File: src/rtl/imu_telemetry_frame_builder_core_macros.svh
// Assertion macros shared by the frame builder RTL.
`ifndef IMU_TELEMETRY_FRAME_BUILDER_CORE_MACROS_SVH
`define IMU_TELEMETRY_FRAME_BUILDER_CORE_MACROS_SVH

// Overlapping implication checked at every clock edge outside reset.
`define ITFB_ASSERT_IMP(lbl, ante, cons, msg) \
    lbl: assert property (@(posedge clk) disable iff (!rst_n) (ante) |-> (cons)) \
        else $error(msg);

// Implication whose consequence is checked in the cycle after the antecedent.
`define ITFB_ASSERT_NXT(lbl, ante, cons, msg) \
    lbl: assert property (@(posedge clk) disable iff (!rst_n) (ante) |=> (cons)) \
        else $error(msg);

`endif

File: src/rtl/itfb_pkg.sv
// Package with the types, constants and helper function of the frame builder.
package itfb_pkg;

    localparam int NUM_CELLS = 31;
    localparam int NUM_VALUES = 9;

    localparam logic [7:0] RAW_PAYLOAD_LEN = 8'd12;
    localparam logic [7:0] ATT_PAYLOAD_LEN = 8'd28;

    localparam logic [7:0] HEADER_RESET = 8'h88;
    localparam logic [7:0] RAW_CODE_RESET = 8'hA1;
    localparam logic [7:0] ATT_CODE_RESET = 8'hAF;

    localparam int CFG_IDX_W = 2;

    typedef enum logic [CFG_IDX_W-1:0] {
        CFG_HEADER   = 2'd0,
        CFG_RAW_CODE = 2'd1,
        CFG_ATT_CODE = 2'd2
    } cfg_idx_t;

    typedef logic [NUM_VALUES-1:0][15:0] value_vec_t;

    typedef struct packed {
        logic load;
        logic shift;
    } cell_ctrl_t;

    // Payload byte at the given payload offset, zero in the padding regions.
    function automatic logic [7:0] payload_byte(input logic [4:0] pos, input value_vec_t vals);
        logic [3:0] slot;
        logic [15:0] word;
        logic [4:0] rel;
        slot = 4'd0;
        rel = pos - 5'd18;
        word = 16'h0000;
        if (pos < 5'd12)
        begin
            slot = 4'(pos >> 1);
            word = vals[slot];
        end
        else if (pos >= 5'd18 && pos < 5'd24)
        begin
            slot = 4'd6 + 4'(rel >> 1);
            word = vals[slot];
        end
        return pos[0] ? word[7:0] : word[15:8];
    endfunction

endpackage

File: src/rtl/itfb_if.sv
// Handshake interfaces for the report input, the frame output and the register port.
interface itfb_in_if;
    logic               valid;
    logic               ready;
    logic               req_type;
    logic signed [15:0] acc_x;
    logic signed [15:0] acc_y;
    logic signed [15:0] acc_z;
    logic signed [15:0] gyro_x;
    logic signed [15:0] gyro_y;
    logic signed [15:0] gyro_z;
    logic signed [15:0] roll_angle;
    logic signed [14:0] pitch_angle;
    logic        [11:0] yaw_angle;

    modport source (output valid, req_type, acc_x, acc_y, acc_z, gyro_x, gyro_y, gyro_z,
                    roll_angle, pitch_angle, yaw_angle, input ready);
    modport sink (input valid, req_type, acc_x, acc_y, acc_z, gyro_x, gyro_y, gyro_z,
                  roll_angle, pitch_angle, yaw_angle, output ready);
endinterface

interface itfb_out_if;
    logic       valid;
    logic       ready;
    logic [7:0] frame_byte;
    logic       frame_end;

    modport source (output valid, frame_byte, frame_end, input ready);
    modport sink (input valid, frame_byte, frame_end, output ready);
endinterface

interface itfb_cfg_if;
    logic       valid;
    logic       ready;
    logic [1:0] index;
    logic [7:0] data;

    modport source (output valid, index, data, input ready);
    modport sink (input valid, index, data, output ready);
endinterface

File: src/rtl/itfb_cell.sv
// One byte cell of the frame shift chain, loaded in parallel and shifted toward the head.
module itfb_cell (
    input  logic                clk,
    input  logic                rst_n,
    input  itfb_pkg::cell_ctrl_t ctrl,
    input  logic [7:0]          load_byte,
    input  logic                load_occ,
    input  logic [7:0]          next_byte,
    input  logic                next_occ,
    output logic [7:0]          byte_q,
    output logic                occ_q
);
    import itfb_pkg::*;

    logic [7:0] byte_reg;
    logic [7:0] byte_next;
    logic       occ_reg;
    logic       occ_next;

    always_comb
    begin
        byte_next = byte_reg;
        occ_next = occ_reg;
        if (ctrl.load)
        begin
            byte_next = load_byte;
            occ_next = load_occ;
        end
        else if (ctrl.shift)
        begin
            byte_next = next_byte;
            occ_next = next_occ;
        end
    end

    always_ff @(posedge clk or negedge rst_n)
    begin
        if (!rst_n)
        begin
            occ_reg <= 1'b0;
        end
        else
        begin
            occ_reg <= occ_next;
        end
    end

    always_ff @(posedge clk)
    begin
        byte_reg <= byte_next;
    end

    assign byte_q = byte_reg;
    assign occ_q = occ_reg;
endmodule

File: src/rtl/imu_telemetry_frame_builder_core.sv
// Top level of the frame builder: register file, cell chain, checksum and output register.
// The header word passes from the head cell into the output register before it is shown.
// One frame word per cycle while the output is not stalled, as the cell chain shifts toward the output register.
// A raw report is sent as 16 words and an attitude report as 32, each ending in the checksum word;
// no new report is accepted until the checksum word has moved into the output register.
// Reset clears the chain, the pending checksum and the output valid, and loads register defaults.
module imu_telemetry_frame_builder_core (
    input  logic clk,
    input  logic rst_n,
    itfb_cfg_if.sink    cfg,
    itfb_in_if.sink     report,
    itfb_out_if.source  frame
);
    import itfb_pkg::*;
    `include "imu_telemetry_frame_builder_core_macros.svh"

    logic [7:0] header_reg;
    logic [7:0] raw_code_reg;
    logic [7:0] att_code_reg;

    logic       pend_reg;
    logic       pend_next;
    logic [7:0] sum_reg;
    logic [7:0] sum_next;
    logic       out_valid_reg;
    logic       out_valid_next;
    logic [7:0] out_byte_reg;
    logic [7:0] out_byte_next;
    logic       out_end_reg;
    logic       out_end_next;

    logic       accept;
    logic       advance;
    logic       shift;
    cell_ctrl_t ctrl;

    value_vec_t vals;
    logic [7:0] len;
    logic [7:0] code;

    logic [7:0] load_byte [NUM_CELLS];
    logic       load_occ  [NUM_CELLS];
    logic [7:0] next_byte [NUM_CELLS];
    logic       next_occ  [NUM_CELLS];
    logic [7:0] byte_q    [NUM_CELLS];
    logic       occ_q     [NUM_CELLS];
    logic [NUM_CELLS-1:0] occ_vec;

    assign cfg.ready = 1'b1;

    always_ff @(posedge clk or negedge rst_n)
    begin
        if (!rst_n)
        begin
            header_reg <= HEADER_RESET;
            raw_code_reg <= RAW_CODE_RESET;
            att_code_reg <= ATT_CODE_RESET;
        end
        else if (cfg.valid)
        begin
            unique case (cfg_idx_t'(cfg.index))
                CFG_HEADER:   header_reg <= cfg.data;
                CFG_RAW_CODE: raw_code_reg <= cfg.data;
                CFG_ATT_CODE: att_code_reg <= cfg.data;
                default:      ;
            endcase
        end
    end

    assign report.ready = !occ_q[0] && !pend_reg;
    assign accept = report.valid && report.ready;
    assign advance = !out_valid_reg || frame.ready;
    assign shift = advance && occ_q[0];
    assign ctrl.load = accept;
    assign ctrl.shift = shift;

    assign vals[0] = report.acc_x;
    assign vals[1] = report.acc_y;
    assign vals[2] = report.acc_z;
    assign vals[3] = report.gyro_x;
    assign vals[4] = report.gyro_y;
    assign vals[5] = report.gyro_z;
    assign vals[6] = report.roll_angle;
    assign vals[7] = {report.pitch_angle[14], report.pitch_angle};
    assign vals[8] = {4'h0, report.yaw_angle};

    assign len = report.req_type ? ATT_PAYLOAD_LEN : RAW_PAYLOAD_LEN;
    assign code = report.req_type ? att_code_reg : raw_code_reg;

    always_comb
    begin
        for (int i = 0; i < NUM_CELLS; i++)
        begin
            if (i == 0)
                load_byte[i] = header_reg;
            else if (i == 1)
                load_byte[i] = code;
            else if (i == 2)
                load_byte[i] = len;
            else
                load_byte[i] = payload_byte(5'(i - 3), vals);
            load_occ[i] = (8'(i) < (len + 8'd3));
            if (i == NUM_CELLS - 1)
            begin
                next_byte[i] = 8'h00;
                next_occ[i] = 1'b0;
            end
            else
            begin
                next_byte[i] = byte_q[i + 1];
                next_occ[i] = occ_q[i + 1];
            end
            occ_vec[i] = occ_q[i];
        end
    end

    for (genvar g = 0; g < NUM_CELLS; g++)
    begin : g_cell
        itfb_cell u_cell (
            .clk       (clk),
            .rst_n     (rst_n),
            .ctrl      (ctrl),
            .load_byte (load_byte[g]),
            .load_occ  (load_occ[g]),
            .next_byte (next_byte[g]),
            .next_occ  (next_occ[g]),
            .byte_q    (byte_q[g]),
            .occ_q     (occ_q[g])
        );
    end

    always_comb
    begin
        pend_next = pend_reg;
        sum_next = sum_reg;
        out_valid_next = out_valid_reg;
        out_byte_next = out_byte_reg;
        out_end_next = out_end_reg;
        if (accept)
        begin
            pend_next = 1'b1;
            sum_next = 8'h00;
        end
        if (advance)
        begin
            priority if (occ_q[0])
            begin
                out_valid_next = 1'b1;
                out_byte_next = byte_q[0];
                out_end_next = 1'b0;
                sum_next = sum_reg + byte_q[0];
            end
            else if (pend_reg)
            begin
                out_valid_next = 1'b1;
                out_byte_next = sum_reg;
                out_end_next = 1'b1;
                pend_next = 1'b0;
            end
            else
            begin
                out_valid_next = 1'b0;
            end
        end
    end

    always_ff @(posedge clk or negedge rst_n)
    begin
        if (!rst_n)
        begin
            pend_reg <= 1'b0;
            sum_reg <= 8'h00;
            out_valid_reg <= 1'b0;
            out_end_reg <= 1'b0;
        end
        else
        begin
            pend_reg <= pend_next;
            sum_reg <= sum_next;
            out_valid_reg <= out_valid_next;
            out_end_reg <= out_end_next;
        end
    end

    always_ff @(posedge clk)
    begin
        out_byte_reg <= out_byte_next;
    end

    assign frame.valid = out_valid_reg;
    assign frame.frame_byte = out_byte_reg;
    assign frame.frame_end = out_end_reg;

    `ITFB_ASSERT_NXT(a_load_fills_head, accept, occ_q[0] && pend_reg,
        "accepted report did not fill the head cell")
    `ITFB_ASSERT_IMP(a_idle_chain_empty, !pend_reg, occ_vec == '0,
        "cell chain holds words with no checksum pending")
    `ITFB_ASSERT_NXT(a_end_after_drain, advance && !occ_q[0] && pend_reg,
        out_valid_reg && out_end_reg && !pend_reg,
        "checksum word not shown once the chain drained")
    `ITFB_ASSERT_NXT(a_stall_holds, out_valid_reg && !frame.ready,
        out_valid_reg && $stable(out_byte_reg) && $stable(out_end_reg),
        "stalled output word changed")
endmodule
File: src/flat_wrapper.sv
// flat-port wrapper written by rule: the top's interface ports become plain ports
module imu_telemetry_frame_builder_core_flat import itfb_pkg::*;
  (clk, rst_n, cfg_valid, cfg_index, cfg_data, cfg_ready, report_valid, report_req_type, report_acc_x, report_acc_y, report_acc_z, report_gyro_x, report_gyro_y, report_gyro_z, report_roll_angle, report_pitch_angle, report_yaw_angle, report_ready, frame_valid, frame_frame_byte, frame_frame_end, frame_ready);
  itfb_cfg_if cfg_i ();
  itfb_in_if report_i ();
  itfb_out_if frame_i ();
  input  logic clk;
  input  logic rst_n;
  input wire logic [$bits(cfg_i.valid)-1:0] cfg_valid;
  input wire logic [$bits(cfg_i.index)-1:0] cfg_index;
  input wire logic [$bits(cfg_i.data)-1:0] cfg_data;
  output wire logic [$bits(cfg_i.ready)-1:0] cfg_ready;
  input wire logic [$bits(report_i.valid)-1:0] report_valid;
  input wire logic [$bits(report_i.req_type)-1:0] report_req_type;
  input wire logic [$bits(report_i.acc_x)-1:0] report_acc_x;
  input wire logic [$bits(report_i.acc_y)-1:0] report_acc_y;
  input wire logic [$bits(report_i.acc_z)-1:0] report_acc_z;
  input wire logic [$bits(report_i.gyro_x)-1:0] report_gyro_x;
  input wire logic [$bits(report_i.gyro_y)-1:0] report_gyro_y;
  input wire logic [$bits(report_i.gyro_z)-1:0] report_gyro_z;
  input wire logic [$bits(report_i.roll_angle)-1:0] report_roll_angle;
  input wire logic [$bits(report_i.pitch_angle)-1:0] report_pitch_angle;
  input wire logic [$bits(report_i.yaw_angle)-1:0] report_yaw_angle;
  output wire logic [$bits(report_i.ready)-1:0] report_ready;
  output wire logic [$bits(frame_i.valid)-1:0] frame_valid;
  output wire logic [$bits(frame_i.frame_byte)-1:0] frame_frame_byte;
  output wire logic [$bits(frame_i.frame_end)-1:0] frame_frame_end;
  input wire logic [$bits(frame_i.ready)-1:0] frame_ready;
  assign cfg_i.valid = cfg_valid;
  assign cfg_i.index = cfg_index;
  assign cfg_i.data = cfg_data;
  assign cfg_ready = cfg_i.ready;
  assign report_i.valid = report_valid;
  assign report_i.req_type = report_req_type;
  assign report_i.acc_x = report_acc_x;
  assign report_i.acc_y = report_acc_y;
  assign report_i.acc_z = report_acc_z;
  assign report_i.gyro_x = report_gyro_x;
  assign report_i.gyro_y = report_gyro_y;
  assign report_i.gyro_z = report_gyro_z;
  assign report_i.roll_angle = report_roll_angle;
  assign report_i.pitch_angle = report_pitch_angle;
  assign report_i.yaw_angle = report_yaw_angle;
  assign report_ready = report_i.ready;
  assign frame_valid = frame_i.valid;
  assign frame_frame_byte = frame_i.frame_byte;
  assign frame_frame_end = frame_i.frame_end;
  assign frame_i.ready = frame_ready;
  imu_telemetry_frame_builder_core u_core (.clk(clk), .rst_n(rst_n), .cfg(cfg_i), .report(report_i), .frame(frame_i));
endmodule
File: config.mk
export PLATFORM = sky130hd
export DESIGN_NAME = imu_telemetry_frame_builder_core_flat
export DESIGN_NICKNAME = d
export VERILOG_FILES = /design/src/rtl/itfb_pkg.sv /design/src/rtl/itfb_if.sv /design/src/rtl/itfb_cell.sv /design/src/rtl/imu_telemetry_frame_builder_core.sv /design/src/flat_wrapper.sv
export VERILOG_INCLUDE_DIRS = /design/src /design/src/rtl
export SDC_FILE = /design/constraint.sdc
export NUM_CORES = 1
export LEC_CHECK = 0
export ABC_AREA = 1
export BUFFER_PORTS_ARGS = -buffer_cell sky130_fd_sc_hd__buf_2
export CAP_MARGIN = 20
export CORE_ASPECT_RATIO = 1.75
export CORE_UTILIZATION = 45
export CTS_BUF_LIST = sky130_fd_sc_hd__clkbuf_16
export DETAILED_ROUTE_END_ITERATION = 12
export PLACE_DENSITY_LB_ADDON = 0.25
export SETUP_SLACK_MARGIN = 0.02
export SYNTH_ARGS = -nofsm -noshare
export SYNTH_HDL_FRONTEND = slang
export SYNTH_SLANG_ARGS = --single-unit
File: constraint.sdc
create_clock -name clk -period 9.7 [get_ports clk]
set_input_delay 1.94 -clock clk [delete_from_list [all_inputs] [get_ports clk]]
set_output_delay 1.94 -clock clk [all_outputs]
set_load 0.05 [all_outputs]
# Word level (Yosys, flattened, before mapping)
# Index checks and enable logic that the tools add are counted.
[classes]
reduce_logical = 14
n_addsub = 2
n_eq_ne = 2
muxes = 119
order_cmp = 31
[ops]
columns = ["cell", "count"]
rows = [
  ["$mux W8", 46],
  ["$lt A5 B8 Y1 const A", 15],
  ["$mux W1", 70],
  ["$lt A4 B8 Y1 const A", 8],
  ["$lt A3 B8 Y1 const A", 4],
  ["$lt A1 B8 Y1 const A", 2],
  ["$lt A2 B8 Y1 const A", 2],
  ["$add A8 B2 Y8 const B", 1],
  ["$add A8 B8 Y8", 1],
  ["$mux W4", 2],
  ["$reduce_and A2 Y1", 4],
  ["$mux W5", 1],
  ["$reduce_bool A2 Y1", 2],
  ["$logic_and A1 B1 Y1", 3],
  ["$logic_not A1 Y1", 3],
  ["$eq A2 B1 Y1 const B", 1],
  ["$eq A2 B2 Y1 const B", 1],
  ["$logic_not A2 Y1", 1],
  ["$logic_or A1 B1 Y1", 1],
]
[word_totals]
input_bits = 155
output_inout_bits = 12
register_bits = 290

# Longest topological paths before layout
# Gate-level depths: netlist of run 1.
[depth]
word_depth = 7
mapped_depth = 9

# Cells and area by module
# From an unflattened synthesis of run 1, not the netlist that was laid out.
[unflattened]
hier_cells = 1515
area_unflattened_um2 = 14848.0
[by_module_without_submodules]
columns = ["mod", "seq_area_each_um2", "cells_per_inst", "instances", "area_per_inst_um2"]
rows = [
  ["itfb_cell", 265.3, 41, 31, 410.4],
  ["imu_telemetry_frame_builder_core", 1129.8, 244, 1, 2125.8],
]

# Worst setup path after synthesis of run 1
# OpenSTA, ideal clock, no wires.
[synth_timing]
kind = "input-to-reg"
start = "in frame_ready"
end = "reg u_core.g_cell[0].u_cell.byte_reg[0] (enable)"
cell_stages = 5
path_buffers = 1
t_required_ns = 9.246
slack_ns = 4.903
arrival_ns = 4.343
setup_ns = 0.454
cell_sequence = "nor2_1 > nor2_4 > inv_2 > nand2_4 > buf_2"
[synth_between]
elab_chain_len = 3
[synth_rtl]
columns = ["element", "line", "text"]
rows = [
  ["start, declared", "flat_wrapper.sv:28", "input wire logic [$bits(frame_i.ready)-1:0] frame_ready;"],
  ["$logic_or A1 B1 Y1", "imu_telemetry_frame_builder_core.sv:72", "assign advance = !out_valid_reg || frame.ready;"],
  ["$logic_and A1 B1 Y1", "imu_telemetry_frame_builder_core.sv:73", "assign shift = advance && occ_q[0];"],
  ["$reduce_bool A2 Y1 (no source line)", "n/a", ""],
  ["end signal, assigned", "itfb_cell.sv:50", "byte_reg <= byte_next;"],
  ["end, declared", "itfb_cell.sv:15", "logic [7:0] byte_reg;"],
]
# Every way passes these cells.
# A chain may end at the register's enable or synchronous reset.

# Worst setup path after layout of run 1
[layout_timing]
start = "in frame_ready"
end = "reg u_core.g_cell[6].u_cell.byte_reg[0] (enable)"
[layout_between]
elab_chain_len = 3
[layout_rtl]
columns = ["element", "line"]
rows = [
  ["$logic_or A1 B1 Y1", "imu_telemetry_frame_builder_core.sv:72"],
  ["$logic_and A1 B1 Y1", "imu_telemetry_frame_builder_core.sv:73"],
  ["$reduce_bool A2 Y1 (no source line)", "n/a"],
  ["end signal, assigned", "itfb_cell.sv:50"],
  ["end, declared", "itfb_cell.sv:15"],
]
# Every way passes these cells.

==> results of run 1 <==
[final cells by class]
class                      count  area, um^2
sequential                   290        7870
multi-input combinational    769        3270
inverter                      99         374
clock inverter                22         120
tap                          320         400
clock buffer                  28         701
fill                        2375       12300
timing repair buffer         170         863
[cell usage after synthesis (2+ instances only)]
master	number	area (um^2)
nand2_1	556	2090
edfxtp_1	172	5160
inv_1	95	357
o21ai_0	83	415
dfrtp_1	55	1380
dfxtp_1	52	1040
nor2_1	43	161
buf_2	32	160
o22ai_1	28	175
a21oi_1	23	115
buf_4	11	82.6
dfstp_2	11	289
clkbuf_1	9	33.8
nand3_1	8	40.0
ha_1	7	87.6
buf_1	4	15.0
inv_2	4	15.0
buf_6	3	33.8
o21ai_1	3	15.0
a22oi_2	2	25.0
nor3_1	2	10.0
or2_2	2	12.5
[stage by stage]
stage	cells	util	setup WS, ns	total power (uW)
finish	1698	0.526	5.39	4710
detailed placement	1648	0.494	4.77	3760
floorplan	1218	-	4.90	3410
CTS	1698	0.526	5.34	4760
global placement	1648	0.494	4.80	3710
global route	1698	0.526	5.15	5060
[power breakdown]
| group | leakage, uW | total (uW) | internal [uW] | switching, uW |
|---|---|---|---|---|
| clock | 0.000433 | 984 | 547 | 438 |
| combinational | 0.00300 | 1420 | 427 | 988 |
| sequential | 0.00288 | 2310 | 2120 | 188 |
[cell usage in the layout, fill, tap and decap left out, types with 2 or more instances in the layout]
cell | synthesis | layout
nand2_1 | 556 | 556
edfxtp_1 | 172 | 172
buf_2 | 32 | 165
inv_1 | 95 | 102
o21ai_0 | 83 | 83
dfrtp_1 | 55 | 55
dfxtp_1 | 52 | 52
nor2_1 | 43 | 43
o22ai_1 | 28 | 28
clkbuf_16 | 0 | 28
a21oi_1 | 23 | 23
dfstp_2 | 11 | 11
nand3_1 | 8 | 8
clkinv_1 | 0 | 8
ha_1 | 7 | 7
clkinv_2 | 0 | 5
buf_4 | 11 | 5
inv_2 | 4 | 3
o21ai_1 | 3 | 3
nand2_8 | 0 | 2
nor3_1 | 2 | 2
or2_2 | 2 | 2
a22oi_2 | 2 | 2
[worst min-delay path by stage]
| stage | startpoint | endpoint | slack, ns | depth (start not counted) |
|---|---|---|---|---|
| after floorplan | u_core.g_cell[21].u_cell.byte_q[0] | u_core.g_cell[20].u_cell.byte_q[0] | 0.42 | 2 |
| after global placement | u_core.g_cell[21].u_cell.byte_q[0] | u_core.g_cell[20].u_cell.byte_q[0] | 0.43 | 2 |
| after detailed placement | u_core.g_cell[21].u_cell.byte_q[0] | u_core.g_cell[20].u_cell.byte_q[0] | 0.44 | 2 |
| after CTS | u_core.g_cell[21].u_cell.byte_q[2] | u_core.g_cell[20].u_cell.byte_q[2] | 0.45 | 2 |
| after global routing | u_core.g_cell[21].u_cell.byte_q[5] | u_core.g_cell[20].u_cell.byte_q[5] | 0.49 | 2 |
| final | u_core.g_cell[21].u_cell.byte_q[4] | u_core.g_cell[20].u_cell.byte_q[4] | 0.45 | 2 |
[kinds of logic after synthesis]
| group | count (synthesis) | synth area share |
|---|---|---|
| adders and majority gates | 8 | 0.00910 |
| DFF | 290 | 0.666 |
| AOI/OAI and AO/OA | 142 | 0.0650 |
| other | 1 | 0.000317 |
| buffers and inverters | 159 | 0.0594 |
| xor gates and xnor gates | 2 | 0.00148 |
| and+or+nand+nor | 616 | 0.199 |
[critical path: cells and delay by family]
kind | cells | cell delay (ns)
and+or+nand+nor | 3 | 1.35
buffers and inverters | 3 | 1.08
[routing by layer]
layer  track usage  part of all wire
met1         0.204              0.40
met3        0.0202             0.025
met5             0                 0
met4        0.0586             0.022
met2         0.346              0.55
==> flow_metrics.py, run 1 <==
metrics = {
    "status": {
        "status": "finished clean",
    },
    "floorplan": {
        "io_pins": 167,
        "dieArea_mm2": 0.0269,
        "core_mm2": 0.0259,
        "start_util": 0.457,
        "die_h_um": 216,
        "die-width_um": 125,
        "rows": 78,
    },
    "timing": {
        "maxSlewHeadroom": 0.291,
        "setup_viol": 0,
        "worst_pin_slew_ns": 1.06,
        "rsz0062_at_grt": "no",
        "setup_tns_ns": 0,
        "period_minus_slack_ns": 4.31,
        "hold-worst-slack_ns": 0.451,
        "slew_violations": 0,
        "min_period_over_period": 0.445,
        "finalHoldViolCount": 0,
        "fin_skew_ns": 0.0173,
        "max_freq_mhz": 232,
    },
    "clocking": {
        "path_clk_slew_ns": 0.06,
        "cts.sinks": 290,
        "ctsResizeCount": 0,
        "cts_buffers": 27,
        "root_buffer": "clkbuf_16",
        "post_cts_buffers": 0,
        "cts_tree": "done",
        "cts_hold_buffers": 0,
        "max-clock-path-buffers": 3,
        "htreeDepth": 1,
        "clk_latency_ns": 0.54,
    },
    "worst_setup_path": {
        "cp-end-kind": "flop",
        "required_ns": 9.85,
        "startpoint": "frame_ready",
        "crit_type": "in2reg",
        "reg2reg_depth": 5,
        "r2r_slack_ns": 6.09,
        "cp.arrival_ns": 4.47,
        "crit_path_end": "u_core.g_cell[6].u_cell.byte_q[0]",
        "cpPeakStageDelay_ns": 0.84,
        "r2r-end": "u_core.g_cell[6].u_cell.byte_q[0]",
        "critPathLaunchType": "primary input",
        "path_cells": "buf_2, nor2_1, nor2_4, inv_2, nand2_8, buf_4",
        "cp_slowest_cell": "buf_4",
        "r2r-start": "u_core.g_cell[0].u_cell.occ_q",
        "path_max_fanout": 149,
    },
    "drt": {
        "vias": 8168,
        "drt_wl_total_um": 23800,
        "via_per_inst": 4.81,
        "wl_per_cell_um": 14.0,
        "drt_iter0_markers": 472,
        "drc": 0,
        "drt-pass1-iter-count": 5,
        "drt.antenna.violating_nets": 0,
    },
    "synth": {
        "synth_seq_cells": 290,
        "seq_area_frac_synth": 0.666,
        "yosysWarnings": 0,
        "synth_area_mm2": 0.0118,
        "syn_area_per_cell_um2": 9.71,
        "synthDistinctLibCells": 35,
        "synth_async_sr_flop_share": 0.228,
        "syn-num-nets": 1381,
        "syn_inst": 1218,
        "synth_edf_count": 172,
        "ys.flop_type": "edfxtp_1",
    },
    "pwr": {
        "peakVddDrop_v": 0.000265,
        "leakage_uw": 0.00632,
        "powerDensity_mw_per_mm2": 346,
    },
    "worst_hold_path": {
        "hold_path.class": "reg2reg",
    },
    "place": {
        "place_area_mm2": 0.0128,
        "place.gp.congestion": 0.776,
        "portBuffers": 165,
        "place_hpwl_um": 15100,
    },
    "finish": {
        "area_growth_pct": 15.0,
        "nets": 1520,
        "final_area_mm2": 0.0136,
        "largest_register_ffs": 216,
        "drive_gt1_frac": 0.165,
        "diodes": 0,
    },
    "run": {
        "cap_violations": 0,
    },
    "grt": {
        "grt_max_degree": 150,
        "grt_overflow": 0,
        "first_global_vias": 8144,
        "grt_pass1_wl_um": 39200,
        "antenna_found_initial": 0,
        "grt_usage": 0.180,
    },
}
No activity file was read; power rests on OpenSTA's default activity.
==> run 2: changes to the inputs <==
==> constraint.sdc (replaced) <==
create_clock -name clk -period 4.14 [get_ports clk]
set_input_delay 0.828 -clock clk [delete_from_list [all_inputs] [get_ports clk]]
set_output_delay 0.828 -clock clk [all_outputs]
set_load 0.05 [all_outputs]
==> run 2 against run 1 <==
  * Clock skew down 0.0031 ns
  * Highest routed layer unchanged
  * Critical endpoint is now u_core.g_cell[9].u_cell.byte_q[5]
  * Combinational power increased by 140%
  * Utilization up 0.24 points
  * Die area did not move
==> flow_metrics.py, run 2 (synthesized netlist as in run 1, its figures left out) <==
metrics = {
    "place": {
        "portBuffers": 165,
        "place_hpwl_um": 15600,
        "place.gp.congestion": 0.841,
    },
    "clocking": {
        "path_clk_slew_ns": 0.07,
        "root_buffer": "clkbuf_16",
        "cts_tree": "done",
        "ctsResizeCount": 0,
        "post_cts_buffers": 0,
        "max-clock-path-buffers": 3,
        "htreeDepth": 1,
        "clk_latency_ns": 0.54,
        "cts_hold_buffers": 0,
        "cts.sinks": 290,
        "cts_buffers": 27,
    },
    "finish": {
        "diodes": 0,
        "mostFrequentLayoutCells": "nand2_1, edfxtp_1, buf_2",
        "final_util": 0.528,
        "drive_gt1_frac": 0.172,
        "final_common_cell": "nand2_1",
        "regArea_mm2": 0.00787,
        "largest_register_ffs": 216,
        "area_growth_pct": 15.6,
        "fill_cells": 2401,
        "nets": 1525,
        "multiInputGateArea_mm2": 0.00327,
    },
    "worst_setup_path": {
        "reg2reg_depth": 5,
        "r2r-start": "u_core.g_cell[0].u_cell.occ_q",
        "cp.arrival_ns": 3.02,
        "path_max_fanout": 95,
        "required_ns": 4.36,
        "r2r_slack_ns": 1.34,
        "r2r-end": "u_core.g_cell[9].u_cell.byte_q[5]",
        "cp-end-kind": "flop",
        "critPathLaunchType": "flop",
        "crit_type": "reg2reg",
    },
    "floorplan": {
        "io_pins": 167,
        "die_h_um": 216,
        "dieArea_mm2": 0.0269,
        "die-width_um": 125,
        "rows": 78,
        "core_mm2": 0.0259,
        "start_util": 0.457,
    },
    "timing": {
        "finalHoldViolCount": 0,
        "fin_skew_ns": 0.0142,
        "setup_viol": 0,
        "maxSlewHeadroom": 0.371,
        "min_period_over_period": 0.677,
        "setup_tns_ns": 0,
        "period_minus_slack_ns": 2.80,
        "hold-worst-slack_ns": 0.333,
        "worst_pin_slew_ns": 0.944,
        "slew_violations": 0,
        "rsz0062_at_grt": "no",
        "max_freq_mhz": 357,
    },
    "pwr": {
        "seqPwrFrac": 0.489,
        "switching_share": 0.343,
        "leakage_uw": 0.00636,
        "power.internal_uw": 7270,
        "netSwitchingPower_uw": 3800,
        "peakVddDrop_v": 0.000375,
        "p_comb_frac": 0.302,
        "p_clk_frac": 0.209,
        "powerDensity_mw_per_mm2": 810,
    },
    "drt": {
        "drt_iter0_markers": 547,
        "via_per_inst": 4.80,
        "drt-pass1-iter-count": 4,
        "drt.antenna.violating_nets": 0,
        "drc": 0,
        "drt_wl_total_um": 23800,
        "wl_per_cell_um": 14.0,
        "vias": 8176,
    },
    "grt": {
        "grt_max_degree": 97,
        "first_global_vias": 8167,
        "grt_pass1_wl_um": 39300,
        "grt_usage": 0.180,
        "antenna_found_initial": 0,
        "grt_overflow": 0,
    },
    "status": {
        "status": "finished clean",
    },
    "worst_hold_path": {
        "hold_path.class": "in2async",
    },
    "run": {
        "cap_violations": 0,
    },
}
## run 2: cell types whose count changed in the layout (fill, tap and decap cells not counted)
cell,delta
clkinv_1,-4
buf_4,+3
buf_12,+2
clkinv_2,+2
inv_1,-2
inv_2,+2
bufinv_16,-1
clkbuf_16,+1
clkinv_4,+1
## run 2: through the flow
| stage | setup slack, ns | cell area (um^2) | power (uW) | cells |
|---|---|---|---|---|
| 6_report | 1.34 | 13700 | 11100 | 1702 |
| 5_1_grt | 1.08 | 13700 | 11900 | 1702 |
| 4_1_cts | 1.30 | 13700 | 11200 | 1702 |
| 3_5_place_dp | 1.09 | 12800 | 8870 | 1653 |
| 3_3_place_gp | 1.16 | 12800 | 8740 | 1653 |
| 2_1_floorplan | 0.390 | 11800 | 7980 | 1218 |
## run 2: cell type report
cell class                      instances  area share
Multi-Input combinational cell        769       0.239
Clock buffer                           29      0.0531
Inverter                               99      0.0274
Clock inverter                         20     0.00687
Sequential cell                       290       0.576
Timing Repair Buffer                  175      0.0678
Tap cell                              320      0.0293
## run 2: worst max-delay path by stage
stage                                       start                            endpoint  slack (ns)  cells after the start
floorplan           u_core.g_cell[0].u_cell.occ_q   u_core.g_cell[0].u_cell.byte_q[0]        0.39                      4
global placement                      frame_ready  u_core.g_cell[12].u_cell.byte_q[1]        1.16                      6
detailed placement                    frame_ready  u_core.g_cell[12].u_cell.byte_q[1]        1.09                      6
CTS                 u_core.g_cell[0].u_cell.occ_q   u_core.g_cell[4].u_cell.byte_q[0]        1.30                      6
global route        u_core.g_cell[0].u_cell.occ_q  u_core.g_cell[16].u_cell.byte_q[4]        1.08                      7
finish              u_core.g_cell[0].u_cell.occ_q   u_core.g_cell[9].u_cell.byte_q[5]        1.34                      5
## run 2: critical path: stages, from the launching register on
cell,delay [ns]
dfrtp_1,0.64
inv_2,0.14
nor2_4,0.57
inv_2,0.15
nand2_8,0.55
buf_4,0.39
## run 2: power by group through the flow
| stage | Sequential (uW) | Clock, uW | Combinational (uW) |
|---|---|---|---|
| after floorplan | 5540 | 0 | 2450 |
| after global placement | 5450 | 0 | 3290 |
| after detailed placement | 5480 | 0 | 3390 |
| after CTS | 5430 | 2370 | 3410 |
| after global routing | 5560 | 2470 | 3850 |
| final | 5420 | 2310 | 3340 |
## run 2: layer usage
| metal | wire length (um) | GRT usage | vias to the layer above |
|---|---|---|---|
| li1 | - | - | 4191 |
| met3 | 728 | 0.0217 | 51 |
| met1 | 9370 | 0.206 | 3800 |
| met5 | 0 | 0 | - |
| met2 | 12800 | 0.335 | 134 |
| met4 | 839 | 0.0791 | 0 |
